<file path="config.mk">
export PLATFORM = sky130hd
export DESIGN_NAME = fac_service_repetition_sequencer_core_flat
export DESIGN_NICKNAME = d
export VERILOG_FILES = /design/src/rtl/core/fsrs_pkg.sv /design/src/rtl/core/fsrs_in_if.sv /design/src/rtl/core/fsrs_out_if.sv /design/src/rtl/core/fsrs_apb_regs.sv /design/src/rtl/core/fsrs_slot_seq.sv /design/src/rtl/core/fac_service_repetition_sequencer_core.sv /design/src/flat_wrapper.sv
export SDC_FILE = /design/constraint.sdc
export NUM_CORES = 1
export LEC_CHECK = 0
export CAP_MARGIN = 20
export CORE_ASPECT_RATIO = 0.8
export CORE_UTILIZATION = 50
export DETAILED_ROUTE_END_ITERATION = 10
export DONT_BUFFER_PORTS = 1
export GPL_TIMING_DRIVEN = 0
export HOLD_SLACK_MARGIN = 0.03
export PLACE_DENSITY = 0.76
export SYNTH_ARGS = -nofsm -noshare
export SYNTH_HDL_FRONTEND = slang
export SYNTH_SLANG_ARGS = --single-unit
</file>
<file path="constraint.sdc">
create_clock -name clk -period 6.66 [get_ports clk]
set_input_delay 0.333 -clock clk [delete_from_list [all_inputs] [get_ports clk]]
set_output_delay 0.333 -clock clk [all_outputs]
set_load 0.005 [all_outputs]
</file>
<file path="src/rtl/core/fsrs_pkg.sv">
package fsrs_pkg;

	localparam int unsigned MaxServices = 4;
	localparam int unsigned IdW         = $clog2(MaxServices);
	localparam int unsigned SlotW       = 4;
	localparam int unsigned CntW        = IdW + 1;
	localparam int unsigned LenW        = SlotW + 1;
	localparam int unsigned AddrW       = 3;
	localparam int unsigned DataW       = 32;
	localparam int unsigned RegSelBit   = 2;

	localparam logic [LenW-1:0] GroupLen      = LenW'(5);
	localparam logic [LenW-1:0] ThreeAudioLen = LenW'(7);
	localparam logic [LenW-1:0] GroupLen2     = LenW'(10);
	localparam logic [LenW-1:0] GroupLen3     = LenW'(15);

	typedef enum logic {
		REG_ACTIVE_MASK    = 1'b0,
		REG_DATA_FLAG_MASK = 1'b1
	} fsrs_reg_t;

	typedef struct packed {
		logic [MaxServices-1:0] active_mask;
		logic [MaxServices-1:0] data_flag_mask;
	} fsrs_cfg_t;

	typedef struct packed {
		logic [IdW-1:0]   short_id;
		logic [SlotW-1:0] slot;
		logic             last_of_cycle;
		logic             no_service;
	} fsrs_result_t;

	// number of set bits in a service mask
	function automatic logic [CntW-1:0] count_set(input logic [MaxServices-1:0] mask);
		logic [CntW-1:0] cnt;
		cnt = '0;
		for (int n = 0; n < MaxServices; n++) begin
			cnt = cnt + CntW'(mask[n]);
		end
		return cnt;
	endfunction

	// short id of the k-th set bit, counting from the lowest
	function automatic logic [IdW-1:0] kth_set(input logic [MaxServices-1:0] mask,
			input logic [IdW-1:0] k);
		logic [CntW-1:0] cnt;
		logic [IdW-1:0]  id;
		cnt = '0;
		id  = '0;
		for (int n = 0; n < MaxServices; n++) begin
			if (mask[n]) begin
				if (cnt == {1'b0, k}) begin
					id = IdW'(n);
				end
				cnt = cnt + CntW'(1);
			end
		end
		return id;
	endfunction

endpackage

</file>
<file path="src/rtl/core/fsrs_in_if.sv">
interface fsrs_in_if;
	logic valid;
	logic ready;
	logic restart;

	modport source (output valid, output restart, input ready);
	modport sink (input valid, input restart, output ready);
endinterface

</file>
<file path="src/rtl/core/fsrs_out_if.sv">
interface fsrs_out_if;
	logic       valid;
	logic       ready;
	logic [1:0] short_id;
	logic [3:0] slot;
	logic       last_of_cycle;
	logic       no_service;

	modport source (output valid, output short_id, output slot, output last_of_cycle,
		output no_service, input ready);
	modport sink (input valid, input short_id, input slot, input last_of_cycle,
		input no_service, output ready);
endinterface

</file>
<file path="src/rtl/core/fsrs_apb_regs.sv">
module fsrs_apb_regs
	import fsrs_pkg::*;
(
	input  logic             clk,
	input  logic             arst_n,
	input  logic             psel,
	input  logic             penable,
	input  logic             pwrite,
	input  logic [AddrW-1:0] paddr,
	input  logic [DataW-1:0] pwdata,
	output logic [DataW-1:0] prdata,
	output logic             pready,
	output fsrs_cfg_t        cfg
);

	fsrs_cfg_t cfg_q;
	fsrs_reg_t sel;
	logic      wr_en;

	assign sel    = fsrs_reg_t'(paddr[RegSelBit]);
	assign wr_en  = psel && penable && pwrite;
	assign pready = 1'b1;
	assign cfg    = cfg_q;

	always_ff @(posedge clk or negedge arst_n) begin
		if (!arst_n) begin
			cfg_q.active_mask    <= MaxServices'(1);
			cfg_q.data_flag_mask <= '0;
		end else if (wr_en) begin
			unique case (sel)
				REG_ACTIVE_MASK:    cfg_q.active_mask    <= pwdata[MaxServices-1:0];
				REG_DATA_FLAG_MASK: cfg_q.data_flag_mask <= pwdata[MaxServices-1:0];
				default:            cfg_q.active_mask    <= cfg_q.active_mask;
			endcase
		end
	end

	always_comb begin
		prdata = '0;
		unique case (sel)
			REG_ACTIVE_MASK:    prdata[MaxServices-1:0] = cfg_q.active_mask;
			REG_DATA_FLAG_MASK: prdata[MaxServices-1:0] = cfg_q.data_flag_mask;
			default:            prdata = '0;
		endcase
	end

endmodule

</file>
<file path="src/rtl/core/fsrs_slot_seq.sv">
module fsrs_slot_seq
	import fsrs_pkg::*;
(
	input  logic         clk,
	input  logic         arst_n,
	input  fsrs_cfg_t    cfg,
	input  logic         restart,
	input  logic         advance,
	output fsrs_result_t result
);

	logic [SlotW-1:0]       cnt_q;
	logic [MaxServices-1:0] audio_mask;
	logic [MaxServices-1:0] data_mask;
	logic [CntW-1:0]        na;
	logic [CntW-1:0]        nd;
	logic [LenW-1:0]        len;
	logic [SlotW-1:0]       cur;
	logic [SlotW-1:0]       s;
	logic [LenW-1:0]        s_inc;
	logic [SlotW-1:0]       mod3;
	logic [SlotW-1:0]       grp;
	logic [SlotW-1:0]       pos;
	logic [IdW-1:0]         id;
	logic [SlotW-1:0]       cnt_next;

	assign audio_mask = cfg.active_mask & ~cfg.data_flag_mask;
	assign data_mask  = cfg.active_mask & cfg.data_flag_mask;
	assign na         = count_set(audio_mask);
	assign nd         = count_set(data_mask);

	always_comb begin
		if (na == '0 || nd == '0) begin
			len = LenW'(na) + LenW'(nd);
		end else if (na >= CntW'(3)) begin
			len = ThreeAudioLen;
		end else begin
			case (nd)
				CntW'(1): len = GroupLen;
				CntW'(2): len = GroupLen2;
				default:  len = GroupLen3;
			endcase
		end
	end

	// a counter left beyond the pattern after a reconfiguration falls back to slot 0
	assign cur   = restart ? '0 : cnt_q;
	assign s     = ({1'b0, cur} >= len) ? '0 : cur;
	assign s_inc = {1'b0, s} + LenW'(1);

	// slot within a three-audio group and within a five-slot group
	assign mod3 = (s >= SlotW'(3)) ? s - SlotW'(3) : s;
	assign grp  = (s >= SlotW'(10)) ? SlotW'(2) : ((s >= SlotW'(5)) ? SlotW'(1) : '0);
	assign pos  = s - SlotW'(5) * grp;

	always_comb begin
		if (nd == '0) begin
			id = kth_set(audio_mask, s[IdW-1:0]);
		end else if (na == '0) begin
			id = kth_set(data_mask, s[IdW-1:0]);
		end else if (na >= CntW'(3)) begin
			id = (s < SlotW'(6)) ? kth_set(audio_mask, mod3[IdW-1:0])
				: kth_set(data_mask, '0);
		end else if (pos < SlotW'(4)) begin
			id = (na == CntW'(1)) ? kth_set(audio_mask, '0)
				: kth_set(audio_mask, {{(IdW-1){1'b0}}, pos[0]});
		end else begin
			id = kth_set(data_mask, grp[IdW-1:0]);
		end
	end

	always_comb begin
		if (len == '0) begin
			result.short_id      = '0;
			result.slot          = '0;
			result.last_of_cycle = 1'b0;
			result.no_service    = 1'b1;
			cnt_next             = '0;
		end else begin
			result.short_id      = id;
			result.slot          = s;
			result.last_of_cycle = (s_inc == len);
			result.no_service    = 1'b0;
			cnt_next             = (s_inc >= len) ? '0 : s_inc[SlotW-1:0];
		end
	end

	always_ff @(posedge clk or negedge arst_n) begin
		if (!arst_n) begin
			cnt_q <= '0;
		end else if (advance) begin
			cnt_q <= cnt_next;
		end
	end

	a_no_service_zero: assert property (@(posedge clk) disable iff (!arst_n)
		result.no_service |-> (result.short_id == '0 && result.slot == '0
			&& !result.last_of_cycle))
		else $error("no_service with non-zero fields");

	a_wrap_after_last: assert property (@(posedge clk) disable iff (!arst_n)
		(advance && (result.last_of_cycle || result.no_service)) |=> (cnt_q == '0))
		else $error("slot counter did not wrap");

	a_step_on: assert property (@(posedge clk) disable iff (!arst_n)
		(advance && !result.last_of_cycle && !result.no_service)
			|=> (cnt_q == $past(result.slot) + SlotW'(1)))
		else $error("slot counter did not step");

	a_slot_in_range: assert property (@(posedge clk) disable iff (!arst_n)
		!result.no_service |-> ({1'b0, result.slot} < len))
		else $error("slot beyond pattern length");

endmodule

</file>
<file path="src/rtl/core/fac_service_repetition_sequencer_core.sv">
// channel | dir | handshake        | payload
// req     | in  | valid/ready      | restart
// res     | out | valid/ready      | short_id, slot, last_of_cycle, no_service
// apb     | in  | psel/penable     | paddr[2:0], pwdata/prdata 32 bits, pready tied high
//
// one request per cycle sustained while res is ready; a request is held in the input
// register, its result then in the result register that drives res; the slot counter
// steps as a request leaves the input register; the result register parts the sides,
// so a stalled res only holds back req once both stages are full
// arst_n clears the slot counter, valid flags and loads active_mask 1, data_flag_mask 0
module fac_service_repetition_sequencer_core
	import fsrs_pkg::*;
(
	input  logic              clk,
	input  logic              arst_n,
	fsrs_in_if.sink           req,
	fsrs_out_if.source        res,
	input  logic              psel,
	input  logic              penable,
	input  logic              pwrite,
	input  logic [AddrW-1:0]  paddr,
	input  logic [DataW-1:0]  pwdata,
	output logic [DataW-1:0]  prdata,
	output logic              pready
);

	fsrs_cfg_t    cfg;
	fsrs_result_t result;
	fsrs_result_t result_s2;
	logic         valid_s1;
	logic         restart_s1;
	logic         valid_s2;
	logic         adv_s1;

	fsrs_apb_regs u_regs (
		.clk     (clk),
		.arst_n  (arst_n),
		.psel    (psel),
		.penable (penable),
		.pwrite  (pwrite),
		.paddr   (paddr),
		.pwdata  (pwdata),
		.prdata  (prdata),
		.pready  (pready),
		.cfg     (cfg)
	);

	fsrs_slot_seq u_seq (
		.clk     (clk),
		.arst_n  (arst_n),
		.cfg     (cfg),
		.restart (restart_s1),
		.advance (adv_s1),
		.result  (result)
	);

	assign adv_s1    = valid_s1 && (!valid_s2 || res.ready);
	assign req.ready = !valid_s1 || adv_s1;

	always_ff @(posedge clk or negedge arst_n) begin
		if (!arst_n) begin
			valid_s1 <= 1'b0;
		end else if (req.ready) begin
			valid_s1 <= req.valid;
		end
	end

	always_ff @(posedge clk) begin
		if (req.ready && req.valid) begin
			restart_s1 <= req.restart;
		end
	end

	always_ff @(posedge clk or negedge arst_n) begin
		if (!arst_n) begin
			valid_s2 <= 1'b0;
		end else if (!valid_s2 || res.ready) begin
			valid_s2 <= valid_s1;
		end
	end

	always_ff @(posedge clk) begin
		if (adv_s1) begin
			result_s2 <= result;
		end
	end

	assign res.valid         = valid_s2;
	assign res.short_id      = result_s2.short_id;
	assign res.slot          = result_s2.slot;
	assign res.last_of_cycle = result_s2.last_of_cycle;
	assign res.no_service    = result_s2.no_service;

endmodule

</file>
<file path="src/flat_wrapper.sv">
// flat-port wrapper written by rule: the top's interface ports become plain ports
module fac_service_repetition_sequencer_core_flat import fsrs_pkg::*;
  (clk, arst_n, psel, penable, pwrite, paddr, pwdata, prdata, pready, req_valid, req_restart, req_ready, res_valid, res_short_id, res_slot, res_last_of_cycle, res_no_service, res_ready);
  fsrs_in_if req_i ();
  fsrs_out_if res_i ();
  input  logic clk;
  input  logic arst_n;
  input  logic psel;
  input  logic penable;
  input  logic pwrite;
  input  logic [AddrW-1:0] paddr;
  input  logic [DataW-1:0] pwdata;
  output logic [DataW-1:0] prdata;
  output logic pready;
  input wire logic [$bits(req_i.valid)-1:0] req_valid;
  input wire logic [$bits(req_i.restart)-1:0] req_restart;
  output wire logic [$bits(req_i.ready)-1:0] req_ready;
  output wire logic [$bits(res_i.valid)-1:0] res_valid;
  output wire logic [$bits(res_i.short_id)-1:0] res_short_id;
  output wire logic [$bits(res_i.slot)-1:0] res_slot;
  output wire logic [$bits(res_i.last_of_cycle)-1:0] res_last_of_cycle;
  output wire logic [$bits(res_i.no_service)-1:0] res_no_service;
  input wire logic [$bits(res_i.ready)-1:0] res_ready;
  assign req_i.valid = req_valid;
  assign req_i.restart = req_restart;
  assign req_ready = req_i.ready;
  assign res_valid = res_i.valid;
  assign res_short_id = res_i.short_id;
  assign res_slot = res_i.slot;
  assign res_last_of_cycle = res_i.last_of_cycle;
  assign res_no_service = res_i.no_service;
  assign res_i.ready = res_ready;
  fac_service_repetition_sequencer_core u_core (.clk(clk), .arst_n(arst_n), .req(req_i), .res(res_i), .psel(psel), .penable(penable), .pwrite(pwrite), .paddr(paddr), .pwdata(pwdata), .prdata(prdata), .pready(pready));
endmodule
</file>
==> impl_metrics.tcl <==
set metrics [dict create \
    htree_levels 1 \
    whs_ns 0.150 \
    fin_crit_sh 0.975 \
    drive_gt1_frac 0.294 \
    crit_path_start_kind "flop" \
    viasPerCell 5.80 \
    worstReg2RegStart "u_core.u_regs.cfg[4]$_DFFE_PN1P_" \
    root_buffer "clkbuf_8" \
    grt_pass1_vias 2551 \
    seqCellArea_um2 624 \
    syn2layout_area_growth_pct 17.6 \
    die_y_um 72.2 \
    layout_common_cells "buf_4 (48), conb_1 (29), ha_1 (26)" \
    grt-ovfl-total 0 \
    final_common_cell "buf_4" \
    fin_skew_ns 0.00453 \
    drt_iter0_drc 262 \
    p_per_area_nw_per_um2 482 \
    power_mw 1.75 \
    setup_violations 0 \
    clkTransAtPathRegs_ns 0.08 \
    final_cell_area_um2 3630 \
    globalplace.congestion 0.927 \
    drtAntennaViolNets 0 \
    ir_drop_mv 0.179 \
    path_common_cell "ha_1" \
    clkLatencyLatePin_ns 0.27 \
    hp-class "in2reg" \
    ioPinCount 86 \
    yosysSeqAreaShare 0.202 \
    route.detailed.drc 0 \
    crit_fanout 10 \
    num_antenna_cells 0 \
    netlist_instances 360 \
    hold_start "req_restart" \
    slew_headroom 0.551 \
    worstPathArrival_ns 6.49 \
    status "finished clean" \
    ys_warn_count 0 \
    grt_pass1_wl_mm 12.4 \
    wl_mm 7.80 \
    period_needed_ns 6.49 \
    numCtsBuffers 3 \
    ys_async_sr_fraction 0.609 \
    hold_violations 0 \
    synth_flop_cell "dfrtp_1" \
    dr.pass1.iters 5 \
    antenna_found_initial 0 \
    regToRegSetupSlack_ns 0.17 \
    dr_total_vias 2835 \
    required_ns 6.66 \
    synth-edff-count 9 \
    cts_tree "done" \
    setup_tns_ns 0 \
    maxSlewViolCount 0 \
    cts_sinks 23 \
    dp_hpwl_mm 5.77 \
    syn_area_um2 3080 \
    end_kind "flop" \
    p_leak_nw 1.58 \
    clock.fmax_mhz 154 \
    initial_utilization 0.519 \
    synthDistinctLibCells 72 \
    die_x_um 89.8 \
    cpPeakStageDelay_ns 0.57 \
    grt_max_degree 15 \
    maxCapViolCount 0 \
    globalRouteTotalUtil 0.235 \
    worst_pin_slew_ns 0.672 \
    io_buffers 0 \
    coreArea_um2 5940 \
    final_nets 483 \
    slowest_stage "dfstp_2" \
    dpl_cell_area_um2 3290 \
    dieArea_um2 6490 \
    multiInputGateArea_um2 2340 \
    startpoint "u_core.u_regs.cfg[4]$_DFFE_PN1P_" \
    ys_seq_elements 23 \
    routedWlPerCell_um 15.9 \
    synth.avg_cell_area_um2 8.57 \
    rows 25 \
    fill_cells 529 \
    clockBufferDepth 2 \
    crit_type "reg2reg" \
]
-- cell families after synthesis --
| logic type | after synthesis | synth area share |
|---|---|---|
| AO/OA/AOI/OAI | 83 | 0.202 |
| XOR/XNOR | 27 | 0.0791 |
| other | 2 | 0.00243 |
| adder cells (fa/ha/maj) | 32 | 0.131 |
| buffers and inverters | 63 | 0.118 |
| multiplexers | 14 | 0.0544 |
| flip-flops | 23 | 0.202 |
| AND/OR/NAND/NOR | 116 | 0.212 |
-- state kept, by name, summed over array words and instances, names as in the netlist --
register,flops
u_core.res.last_of_cycle,1
u_core.valid_s1,1
u_core.u_seq.cnt_q,4
u_core.res.no_service,1
u_core.res.slot,4
u_core.res.valid,1
u_core.u_regs.cfg,8
u_core.res.short_id,2
u_core.restart_s1,1
-- worst paths after layout --
path / endpoint / cells past startpoint
setup reg to reg: u_core.res.short_id[0]$_SDFFCE_PP0P_ / 30
hold reg to reg: u_core.res.valid$_DFFE_PN0P_ / 1
setup / recovery: u_core.res.short_id[0]$_SDFFCE_PP0P_ / 30
max in group asynchronous: u_core.u_regs.cfg[3]$_DFFE_PN0P_ / 1
hold / removal: u_core.restart_s1$_DFFE_PP_ / 0
min in group asynchronous: u_core.u_regs.cfg[0]$_DFFE_PN0P_ / 1
-- final cells by class --
cell class                      instances  area share
Multi-Input combinational cell        301       0.646
Clock inverter                          1     0.00138
Buffer                                 42      0.0824
Sequential cell                        23       0.172
Inverter                               20      0.0207
Timing Repair Buffer                   18      0.0379
Tap cell                               81      0.0279
Clock buffer                            3      0.0114
-- routing by layer --
layer	GRT usage	routed length [µm]	up-vias
li1	-	-	1357
met1	0.337	3520	1303
met2	0.368	3490	148
met3	0.0440	635	27
met4	0.0583	154	0
met5	0	0	-
-- worst max-delay path, delay by kind of cell, from the launching register on --
family                   cells  cell delay (ns)
AND/OR/NAND/NOR              8             1.46
AO/OA/AOI/OAI               10             1.74
XOR/XNOR                     1             0.15
adder cells (fa/ha/maj)      7             1.79
flip-flops                   1             0.57
buffers and inverters        4             0.45
-- report_power, final --
group | internal [mW] | total (mW) | switching, mW
Clock | 0.0419 | 0.0888 | 0.0469
Sequential | 0.200 | 0.235 | 0.0348
Combinational | 0.604 | 1.42 | 0.819
Total | 0.846 | 1.75 | 0.901
-- synthesized netlist by cell type (3+ instances only) --
| master | count | area [µm²] |
|---|---|---|
| a21oi_1 | 16 | 80.1 |
| a221oi_1 | 3 | 26.3 |
| a22o_1 | 4 | 35.0 |
| a311oi_1 | 3 | 26.3 |
| a31oi_1 | 5 | 31.3 |
| and2_1 | 5 | 31.3 |
| and3_1 | 3 | 18.8 |
| buf_2 | 8 | 40.0 |
| buf_4 | 30 | 225 |
| clkbuf_1 | 4 | 15.0 |
| dfrtp_1 | 13 | 325 |
| edfxtp_1 | 9 | 270 |
| ha_1 | 30 | 375 |
| inv_1 | 19 | 71.3 |
| mux2_2 | 12 | 135 |
| nand2_1 | 20 | 75.1 |
| nand2b_1 | 10 | 62.6 |
| nand3_1 | 12 | 60.1 |
| nand4_1 | 3 | 18.8 |
| nand4b_1 | 3 | 26.3 |
| nor2_1 | 22 | 82.6 |
| nor2b_1 | 6 | 37.5 |
| nor3_1 | 9 | 45.0 |
| nor4_1 | 7 | 43.8 |
| o21ai_0 | 16 | 80.1 |
| o22ai_1 | 4 | 25.0 |
| o31ai_1 | 3 | 22.5 |
| or3_1 | 4 | 25.0 |
| xnor2_1 | 19 | 166 |
| xor2_1 | 7 | 61.3 |
-- stage by stage --
stage,utilization,setup slack [ns],std cells
after floorplan,-,0.175,387
after global placement,0.553,-0.778,468
after detailed placement,0.553,-0.893,468
after CTS,0.584,0.0360,482
after global routing,0.610,-0.0921,489
final,0.610,0.170,489
-- repair_timing --
action                                  4_1_cts  5_1_grt
endpoints found under the hold margin        14        0
hold buffers                                  1        0
gates resized for setup                      20       22
endpoints found under the setup margin        2        2
pin swaps                                     5       10
buffers inserted                             10        7
Note: power is estimated with default switching activity, not from simulation.
